<file path="src/hw/rtl/lkvc_pkg.sv">
`default_nettype none

package lkvc_pkg;

    localparam int ENTRIES    = 16;
    localparam int KEY_BITS   = 16;
    localparam int VALUE_BITS = 32;
    localparam int CAP_BITS   = 5;

    localparam int SLOT_BITS  = (ENTRIES > 1) ? $clog2(ENTRIES) : 1;
    localparam int RANK_BITS  = SLOT_BITS;
    localparam int COUNT_BITS = $clog2(ENTRIES + 1);
    // wide enough for the capacity register and the fill count alike
    localparam int CMP_BITS   = 8;

    localparam logic [CAP_BITS-1:0] CAP_RESET = CAP_BITS'(16);

    localparam logic OP_GET = 1'b0;
    localparam logic OP_PUT = 1'b1;

    typedef struct packed {
        logic                  operation;
        logic [KEY_BITS-1:0]   lookup_key;
        logic [VALUE_BITS-1:0] write_value;
    } in_item_t;

    typedef struct packed {
        logic                  key_found;
        logic [VALUE_BITS-1:0] read_value;
    } out_item_t;

    typedef struct packed {
        logic capture;
        logic match;
        logic commit;
    } dp_cmd_t;

    typedef struct packed {
        logic out_free;
    } dp_status_t;

endpackage

`default_nettype wire

</file>
<file path="src/hw/rtl/lkvc_ctrl.sv">
`default_nettype none

module lkvc_ctrl
    import lkvc_pkg::*;
(
    input  wire logic       aclk,
    input  wire logic       aresetn,
    input  wire logic       s_valid,
    output logic            s_ready,
    input  wire dp_status_t status,
    output dp_cmd_t         cmd
);

    typedef enum logic [1:0] {
        ST_IDLE,
        ST_MATCH,
        ST_COMMIT
    } state_t;

    state_t state_reg;
    logic   s_ready_reg;

    always_ff @(posedge aclk) begin
        if (!aresetn) begin
            state_reg   <= ST_IDLE;
            s_ready_reg <= 1'b1;
        end else begin
            unique case (state_reg)
                ST_IDLE: begin
                    if (s_valid && s_ready_reg) begin
                        state_reg   <= ST_MATCH;
                        s_ready_reg <= 1'b0;
                    end
                end
                ST_MATCH: begin
                    state_reg <= ST_COMMIT;
                end
                ST_COMMIT: begin
                    // hold the update until the output register can take the result
                    if (status.out_free) begin
                        state_reg   <= ST_IDLE;
                        s_ready_reg <= 1'b1;
                    end
                end
                default: begin
                    state_reg   <= ST_IDLE;
                    s_ready_reg <= 1'b1;
                end
            endcase
        end
    end

    assign s_ready     = s_ready_reg;
    assign cmd.capture = s_valid && s_ready_reg;
    assign cmd.match   = (state_reg == ST_MATCH);
    assign cmd.commit  = (state_reg == ST_COMMIT) && status.out_free;

endmodule

`default_nettype wire

</file>
<file path="src/hw/rtl/lkvc_datapath.sv">
`default_nettype none

module lkvc_datapath
    import lkvc_pkg::*;
(
    input  wire logic                aclk,
    input  wire logic                aresetn,
    input  wire in_item_t            s_item,
    output out_item_t                m_item,
    output logic                     m_valid,
    input  wire logic                m_ready,
    input  wire logic                cfg_wr_en,
    input  wire logic [CAP_BITS-1:0] cfg_wr_data,
    input  wire dp_cmd_t             cmd,
    output dp_status_t               status
);

    logic [KEY_BITS-1:0]   keys_reg   [ENTRIES];
    logic [VALUE_BITS-1:0] values_reg [ENTRIES];
    logic [RANK_BITS-1:0]  rank_reg   [ENTRIES];
    logic [COUNT_BITS-1:0] fill_reg;
    logic [CAP_BITS-1:0]   cap_reg;

    in_item_t              item_reg;
    logic                  hit_reg;
    logic [SLOT_BITS-1:0]  hit_slot_reg;
    logic [RANK_BITS-1:0]  hit_rank_reg;
    logic [SLOT_BITS-1:0]  victim_slot_reg;
    logic [RANK_BITS-1:0]  victim_rank_reg;
    logic                  full_reg;
    logic [VALUE_BITS-1:0] hit_value_reg;

    out_item_t             out_reg;
    logic                  out_valid_reg;

    logic [ENTRIES-1:0]    valid_vec;
    logic                  hit_next;
    logic [SLOT_BITS-1:0]  hit_slot_next;
    logic [SLOT_BITS-1:0]  victim_slot_next;
    logic [COUNT_BITS-1:0] last_rank;
    logic [CMP_BITS-1:0]   cap_eff;
    logic                  full_next;

    logic                  is_put;
    logic                  do_update;
    logic                  do_write_key;
    logic                  do_insert;
    logic [SLOT_BITS-1:0]  target_slot;
    logic [COUNT_BITS-1:0] threshold;

    // slots fill in index order and are never freed, so slot i is valid iff i < fill count
    always_comb begin
        for (int i = 0; i < ENTRIES; i++) begin
            valid_vec[i] = (COUNT_BITS'(i) < fill_reg);
        end
    end

    always_comb begin
        hit_next      = 1'b0;
        hit_slot_next = '0;
        for (int i = 0; i < ENTRIES; i++) begin
            if (valid_vec[i] && keys_reg[i] == item_reg.lookup_key) begin
                hit_next      = 1'b1;
                hit_slot_next = SLOT_BITS'(i);
            end
        end
    end

    // valid ranks are a permutation of 0..fill-1, so the oldest holds rank fill-1
    assign last_rank = fill_reg - COUNT_BITS'(1);

    always_comb begin
        victim_slot_next = '0;
        for (int i = 0; i < ENTRIES; i++) begin
            if (valid_vec[i] && COUNT_BITS'(rank_reg[i]) == last_rank) begin
                victim_slot_next = SLOT_BITS'(i);
            end
        end
    end

    always_comb begin
        priority if (cap_reg == '0) begin
            cap_eff = CMP_BITS'(1);
        end else if (CMP_BITS'(cap_reg) > CMP_BITS'(ENTRIES)) begin
            cap_eff = CMP_BITS'(ENTRIES);
        end else begin
            cap_eff = CMP_BITS'(cap_reg);
        end
    end

    assign full_next = (CMP_BITS'(fill_reg) >= cap_eff);

    assign is_put       = (item_reg.operation == OP_PUT);
    assign do_update    = hit_reg || is_put;
    assign do_write_key = !hit_reg && is_put;
    assign do_insert    = do_write_key && !full_reg;

    always_comb begin
        priority if (hit_reg) begin
            target_slot = hit_slot_reg;
            threshold   = COUNT_BITS'(hit_rank_reg);
        end else if (full_reg) begin
            target_slot = victim_slot_reg;
            threshold   = COUNT_BITS'(victim_rank_reg);
        end else begin
            target_slot = SLOT_BITS'(fill_reg);
            threshold   = fill_reg;
        end
    end

    always_ff @(posedge aclk) begin
        if (cmd.capture) begin
            item_reg <= s_item;
        end
        if (cmd.match) begin
            hit_reg         <= hit_next;
            hit_slot_reg    <= hit_slot_next;
            hit_rank_reg    <= rank_reg[hit_slot_next];
            hit_value_reg   <= values_reg[hit_slot_next];
            victim_slot_reg <= victim_slot_next;
            victim_rank_reg <= rank_reg[victim_slot_next];
            full_reg        <= full_next;
        end
        if (cmd.commit) begin
            if (do_write_key) begin
                keys_reg[target_slot] <= item_reg.lookup_key;
            end
            if (is_put) begin
                values_reg[target_slot] <= item_reg.write_value;
            end
            out_reg.key_found  <= hit_reg;
            out_reg.read_value <= (hit_reg && !is_put) ? hit_value_reg : '0;
        end
    end

    always_ff @(posedge aclk) begin
        if (!aresetn) begin
            for (int i = 0; i < ENTRIES; i++) begin
                rank_reg[i] <= '0;
            end
            fill_reg      <= '0;
            cap_reg       <= CAP_RESET;
            out_valid_reg <= 1'b0;
        end else begin
            if (cfg_wr_en) begin
                cap_reg <= cfg_wr_data;
            end
            if (cmd.commit && do_update) begin
                // entries newer than the target age by one; the target becomes newest
                for (int i = 0; i < ENTRIES; i++) begin
                    if (SLOT_BITS'(i) == target_slot) begin
                        rank_reg[i] <= '0;
                    end else if (valid_vec[i] && COUNT_BITS'(rank_reg[i]) < threshold) begin
                        rank_reg[i] <= rank_reg[i] + RANK_BITS'(1);
                    end
                end
            end
            if (cmd.commit && do_insert) begin
                fill_reg <= fill_reg + COUNT_BITS'(1);
            end
            if (cmd.commit) begin
                out_valid_reg <= 1'b1;
            end else if (m_ready) begin
                out_valid_reg <= 1'b0;
            end
        end
    end

    assign m_item          = out_reg;
    assign m_valid         = out_valid_reg;
    assign status.out_free = !out_valid_reg || m_ready;

endmodule

`default_nettype wire

</file>
<file path="src/hw/rtl/lru_key_value_cache_top.sv">
`default_nettype none

// Channel  Direction  Handshake           Payload
// s_       in         s_valid / s_ready   s_item  (operation, lookup_key, write_value)
// m_       out        m_valid / m_ready   m_item  (key_found, read_value)
// cfg_     in         cfg_wr_en           cfg_wr_data (capacity_in_use)
//
// Each item goes through accept, then parallel key match and victim pick, then commit.
// The commit cycle writes the entry table, the recency ranks and the output register.
// A new item is accepted once the previous one has committed; the result may still be waiting.
// If the output register is full and not being drained, commit waits in place.
// Synchronous active-low reset empties the store and sets the capacity to 16.

module lru_key_value_cache_top
    import lkvc_pkg::*;
(
    input  wire logic                aclk,
    input  wire logic                aresetn,
    input  wire logic                s_valid,
    output logic                     s_ready,
    input  wire in_item_t            s_item,
    output logic                     m_valid,
    input  wire logic                m_ready,
    output out_item_t                m_item,
    input  wire logic                cfg_wr_en,
    input  wire logic [CAP_BITS-1:0] cfg_wr_data
);

    dp_cmd_t    cmd;
    dp_status_t status;

    lkvc_ctrl u_ctrl (
        .aclk    (aclk),
        .aresetn (aresetn),
        .s_valid (s_valid),
        .s_ready (s_ready),
        .status  (status),
        .cmd     (cmd)
    );

    lkvc_datapath u_datapath (
        .aclk        (aclk),
        .aresetn     (aresetn),
        .s_item      (s_item),
        .m_item      (m_item),
        .m_valid     (m_valid),
        .m_ready     (m_ready),
        .cfg_wr_en   (cfg_wr_en),
        .cfg_wr_data (cfg_wr_data),
        .cmd         (cmd),
        .status      (status)
    );

endmodule

`default_nettype wire
</file>
<file path="config.mk">
export PLATFORM = sky130hd
export DESIGN_NAME = lru_key_value_cache_top
export DESIGN_NICKNAME = d
export VERILOG_FILES = /design/src/hw/rtl/lkvc_pkg.sv /design/src/hw/rtl/lkvc_ctrl.sv /design/src/hw/rtl/lkvc_datapath.sv /design/src/hw/rtl/lru_key_value_cache_top.sv
export SDC_FILE = /design/constraint.sdc
export NUM_CORES = 2
export LEC_CHECK = 0
export BUFFER_PORTS_ARGS = -buffer_cell sky130_fd_sc_hd__buf_2
export CORE_AREA = 2 2 331 333
export CTS_BUF_LIST = sky130_fd_sc_hd__clkbuf_8
export CTS_CLUSTER_DIAMETER = 100
export DETAILED_ROUTE_END_ITERATION = 8
export DIE_AREA = 0 0 333 335
export GPL_TIMING_DRIVEN = 1
export PLACE_DENSITY = 0.58
export SYNTH_ARGS = -nofsm -noshare
export SYNTH_HDL_FRONTEND = slang
export SYNTH_HIERARCHICAL = 1
export SYNTH_SLANG_ARGS = --single-unit
</file>
<file path="constraint.sdc">
create_clock -name aclk -period 11 [get_ports aclk]
set_clock_uncertainty 0.05 [all_clocks]
set_input_delay 1.1 -clock aclk [delete_from_list [all_inputs] [get_ports aclk]]
set_output_delay 1.1 -clock aclk [all_outputs]
set_load 0.005 [all_outputs]
</file>
==> run_summary.xml <==
<?xml version="1.0" encoding="UTF-8"?>
<metrics>
  <group name="synth">
    <metric name="syn-num-nets" unit="">2935</metric>
    <metric name="netlist_area" unit="µm²">42780</metric>
    <metric name="gate_count_of_the_mapped_netlist" unit="">2804</metric>
    <metric name="synth_compound_area_share" unit="%">6.175</metric>
    <metric name="post_synth_mux_area_share" unit="%">6.651</metric>
    <metric name="ys_seq_area_share" unit="%">68.33</metric>
    <metric name="synth-adder-area-share" unit="%">2.106</metric>
    <metric name="number_of_enable_type_register_cells_in_the_synthesized_netlist" unit="">964</metric>
    <metric name="synth_top_family_by_area" unit="">XOR/XNOR gates</metric>
    <metric name="postSynth.topFlopCell" unit="">edfxtp_1</metric>
    <metric name="avgSynthCellArea" unit="µm²">15.26</metric>
    <metric name="ys_seq_elements" unit="">978</metric>
    <metric name="synth_xor_xnor_area_share" unit="%">7.619</metric>
    <metric name="synthArstFlopShare" unit="%">0</metric>
    <metric name="netlist-cell-type-count" unit="">75</metric>
    <metric name="synthSimpleGateAreaFrac" unit="%">6.745</metric>
    <metric name="ys.warnings.count" unit="">6</metric>
  </group>
  <group name="clock_tree">
    <metric name="clock_latency" unit="ns">0.82</metric>
    <metric name="cts_tree" unit="">done</metric>
    <metric name="ctsHtreeMaxLevel" unit="">4</metric>
    <metric name="cts.hold.buffers_added" unit="">0</metric>
    <metric name="tritoncts_num_sinks" unit="">978</metric>
    <metric name="tritoncts.num_buffers" unit="">162</metric>
    <metric name="clockRootBuffer" unit="">clkbuf_8</metric>
    <metric name="clock_path_buffers" unit="">3</metric>
    <metric name="cts_resized" unit="">0</metric>
    <metric name="cts_setup_buffers" unit="">0</metric>
    <metric name="clk_pin_slew_worst_paths" unit="ns">0.06</metric>
  </group>
  <group name="power_and_ir_drop">
    <metric name="internal_power" unit="µW">5738</metric>
    <metric name="power_frac_seq" unit="%">56.9</metric>
    <metric name="leakage_power" unit="µW">0.01534</metric>
    <metric name="vdd_ir_drop_max" unit="mV">0.1238</metric>
    <metric name="share_comb_of_total_power" unit="%">3.4</metric>
    <metric name="net_sw_share" unit="%">22.40</metric>
    <metric name="power_frac_clock" unit="%">39.8</metric>
    <metric name="power.net_switching" unit="µW">1656</metric>
    <metric name="power.density" unit="nW/µm²">154.7</metric>
  </group>
  <group name="floorplan">
    <metric name="die-area" unit="µm²">111600</metric>
    <metric name="die_height" unit="µm">335</metric>
    <metric name="coreArea" unit="µm²">108100</metric>
    <metric name="placementRows" unit="">121</metric>
    <metric name="io_pins" unit="">94</metric>
    <metric name="die_w" unit="µm">333</metric>
    <metric name="start_util" unit="%">39.57</metric>
  </group>
  <group name="sta">
    <metric name="fmax" unit="MHz">169.9</metric>
    <metric name="post-route-period-util" unit="%">53.51</metric>
    <metric name="drv_slew" unit="">0</metric>
    <metric name="post-route-min-period" unit="ns">5.886</metric>
    <metric name="rsz_0062_raised_after_global_routing" unit="">false</metric>
    <metric name="post_route_hold_slack" unit="ns">0.4092</metric>
    <metric name="report.final.setup_viol" unit="">0</metric>
    <metric name="hold_viol_final" unit="">0</metric>
    <metric name="fin_tns_setup" unit="ns">0</metric>
    <metric name="worst-slew-pin-transition" unit="ns">1.206</metric>
    <metric name="slew_headroom" unit="%">19.57</metric>
  </group>
  <group name="critical_path">
    <metric name="worst_setup_path_end_kind" unit="">flop</metric>
    <metric name="worst-endpoint-arrival" unit="ns">6.33</metric>
    <metric name="cp_cell_sequence" unit="">buf_4, xor2_1, nor4_1, nand3_1, nor4_1, nand2b_4, buf_4, nor2_1, nand3b_1, buf_4, buf_4, o221ai_1, nor3_1, a31oi_1</metric>
    <metric name="crit_path_max_incr_delay" unit="ns">0.84</metric>
    <metric name="timing.setup.critical_path_class" unit="">reg2reg</metric>
    <metric name="most_frequent_cell_on_the_critical_path" unit="">buf_4</metric>
    <metric name="worst-path-max-fanout" unit="">81</metric>
    <metric name="start_kind" unit="">flop</metric>
    <metric name="critPathSlowestCell" unit="">buf_4</metric>
    <metric name="critical_path_required" unit="ns">11.45</metric>
  </group>
  <group name="routing">
    <metric name="drtPass1Iterations" unit="">5</metric>
    <metric name="drt-wirelength-per-cell" unit="µm">24.64</metric>
    <metric name="postRouteWirelength" unit="µm">111500</metric>
    <metric name="vias_per_cell" unit="">5.505</metric>
    <metric name="vias" unit="">24906</metric>
    <metric name="antenna_violating_nets_post_route" unit="">0</metric>
    <metric name="first_iter_violations" unit="">2298</metric>
    <metric name="route.detailed.drc" unit="">0</metric>
  </group>
  <group name="global_route">
    <metric name="grtUsageTotal" unit="%">19.76</metric>
    <metric name="pin_count_of_the_biggest_net_entering_global_routing" unit="">82</metric>
    <metric name="global_route_wire_length_before_repair" unit="µm">163500</metric>
    <metric name="grt_antenna_before_repair" unit="">4</metric>
    <metric name="grt_overflow_total" unit="">0</metric>
    <metric name="number_of_global_route_vias_before_repair" unit="">25078</metric>
  </group>
  <group name="finish">
    <metric name="area_delta_synth_final" unit="%">11.74</metric>
    <metric name="largest_reg_flops" unit="">512</metric>
    <metric name="layout-drive-gt1-share" unit="%">14.20</metric>
    <metric name="finish.net_count" unit="">3115</metric>
    <metric name="final_core_utilization" unit="%">44.22</metric>
    <metric name="final-instance-count-excl-fill" unit="">4524</metric>
  </group>
  <group name="placed_design">
    <metric name="gp_congestion" unit="">0.8743</metric>
    <metric name="hpwl" unit="µm">62930</metric>
    <metric name="port_buffers" unit="">93</metric>
    <metric name="place_inst" unit="">4234</metric>
  </group>
  <group name="min_path">
    <metric name="worstHoldPathType" unit="">in2reg</metric>
  </group>
  <group name="outcome">
    <metric name="status" unit="">complete, no violations</metric>
  </group>
  <group name="job">
    <metric name="drv_cap" unit="">0</metric>
  </group>
</metrics>
## logic make-up (layout without fill, tap and decap cells)
family,after synthesis,after routing
flops,978,978
simple gates,579,579
compound gates,364,364
xor+xnor,353,353
mux,282,282
buf+inv,176,478
fa+ha+maj,72,72
other cells,0,4
## routing by layer
layer	global-route usage [%]	vias up	routed length [µm]
met5	0	-	0
met4	6.393	0	2531
met3	3.383	178	6675
met2	30.91	848	51150
met1	28.05	12786	51130
li1	-	11094	-
## synthesized netlist by cell type (11+ instances only)
master    number  area, µm²
nand2_1      137      514.2
nor2_1       156      585.6
a31oi_1       43      269.0
o22ai_1       41      256.5
inv_1         26      97.59
nor4_1        40      250.2
xnor2_1      156       1366
o21a_1        23      172.7
nand4_1       40      250.2
nand3_1       35      175.2
nand2b_1      23      143.9
a21oi_1       44      220.2
xor2_1       184       1612
edfxtp_1     964      28950
ha_1          72      900.9
nor3_1        59      295.3
buf_2         27      135.1
and2_1        36      225.2
o221ai_1      40      350.3
buf_6         25      281.5
mux2i_1      270       2703
o211ai_1      26      195.2
or2_2         11      68.82
o21ai_0       29      145.1
clkbuf_1      61      229.0
buf_4         36      270.3
dfxtp_1       14      280.3
o22a_1        68      595.6
## power groups by stage
stage                     registers (µW)  logic, µW  clock network, µW
after floorplan                     4260        157                  0
after global placement              4280        243                  0
after detailed placement            4280        250                  0
after CTS                           4200        252               3030
after global routing                4210        274               3180
final                               4200        249               2940
## through the flow
step           setup WS, ns  power [µW]  cell area [µm²]
4_1_cts               5.208        7484            47790
6_report              5.114        7395            47800
3_3_place_gp          5.389        4520            44860
3_5_place_dp          5.199        4531            44860
5_1_grt               4.888        7662            47800
2_1_floorplan         6.348        4416            42780
## final timing paths
path / start / to / slack [ns] / cells past startpoint
min reg2reg: u_datapath/cap_reg[0] / u_datapath/cap_reg[0] / 0.46 / 2
max: u_datapath/item_reg[44] / u_datapath/hit_value_reg[22] / 5.11 / 14
max reg2reg: u_datapath/item_reg[44] / u_datapath/hit_value_reg[22] / 5.11 / 14
min: s_item[25] / u_datapath/item_reg[25] / 0.41 / 1
## critical path, delay by kind of cell (launching register included)
family / cells / cell delay [ns]
xor gates and xnor gates: 1 / 0.10
and+or+nand+nor: 7 / 2.11
AOI/OAI and AO/OA: 2 / 0.32
DFF: 1 / 0.72
buffers and inverters: 4 / 2.19
## final cells by class
class                      instances  area, µm²
antenna                            4      10.01
clock buffer                     164       2257
clock inverter                   122      675.6
fill                            9668      60300
inverter                          27      101.3
multi-input combinational       1650      12750
sequential                       978      29230
tap                             1414       1769
timing repair buffer             165       1006
## cell usage in the layout, fill, tap and decap left out, types with 26 or more instances in the layout
cell,n
clkbuf_8,164
o221ai_1,40
nand3_1,34
mux2i_1,270
nand2_1,135
nor4_1,40
inv_1,70
a21oi_1,44
a31oi_1,43
nor2_1,130
clkinv_1,44
and2_1,36
edfxtp_1,964
buf_4,72
o211ai_1,26
xor2_1,184
o21ai_0,28
nor3_1,59
o22ai_1,41
o22a_1,68
ha_1,72
xnor2_1,156
buf_2,93
nand4_1,40
Power figures use the tool's default switching activity.
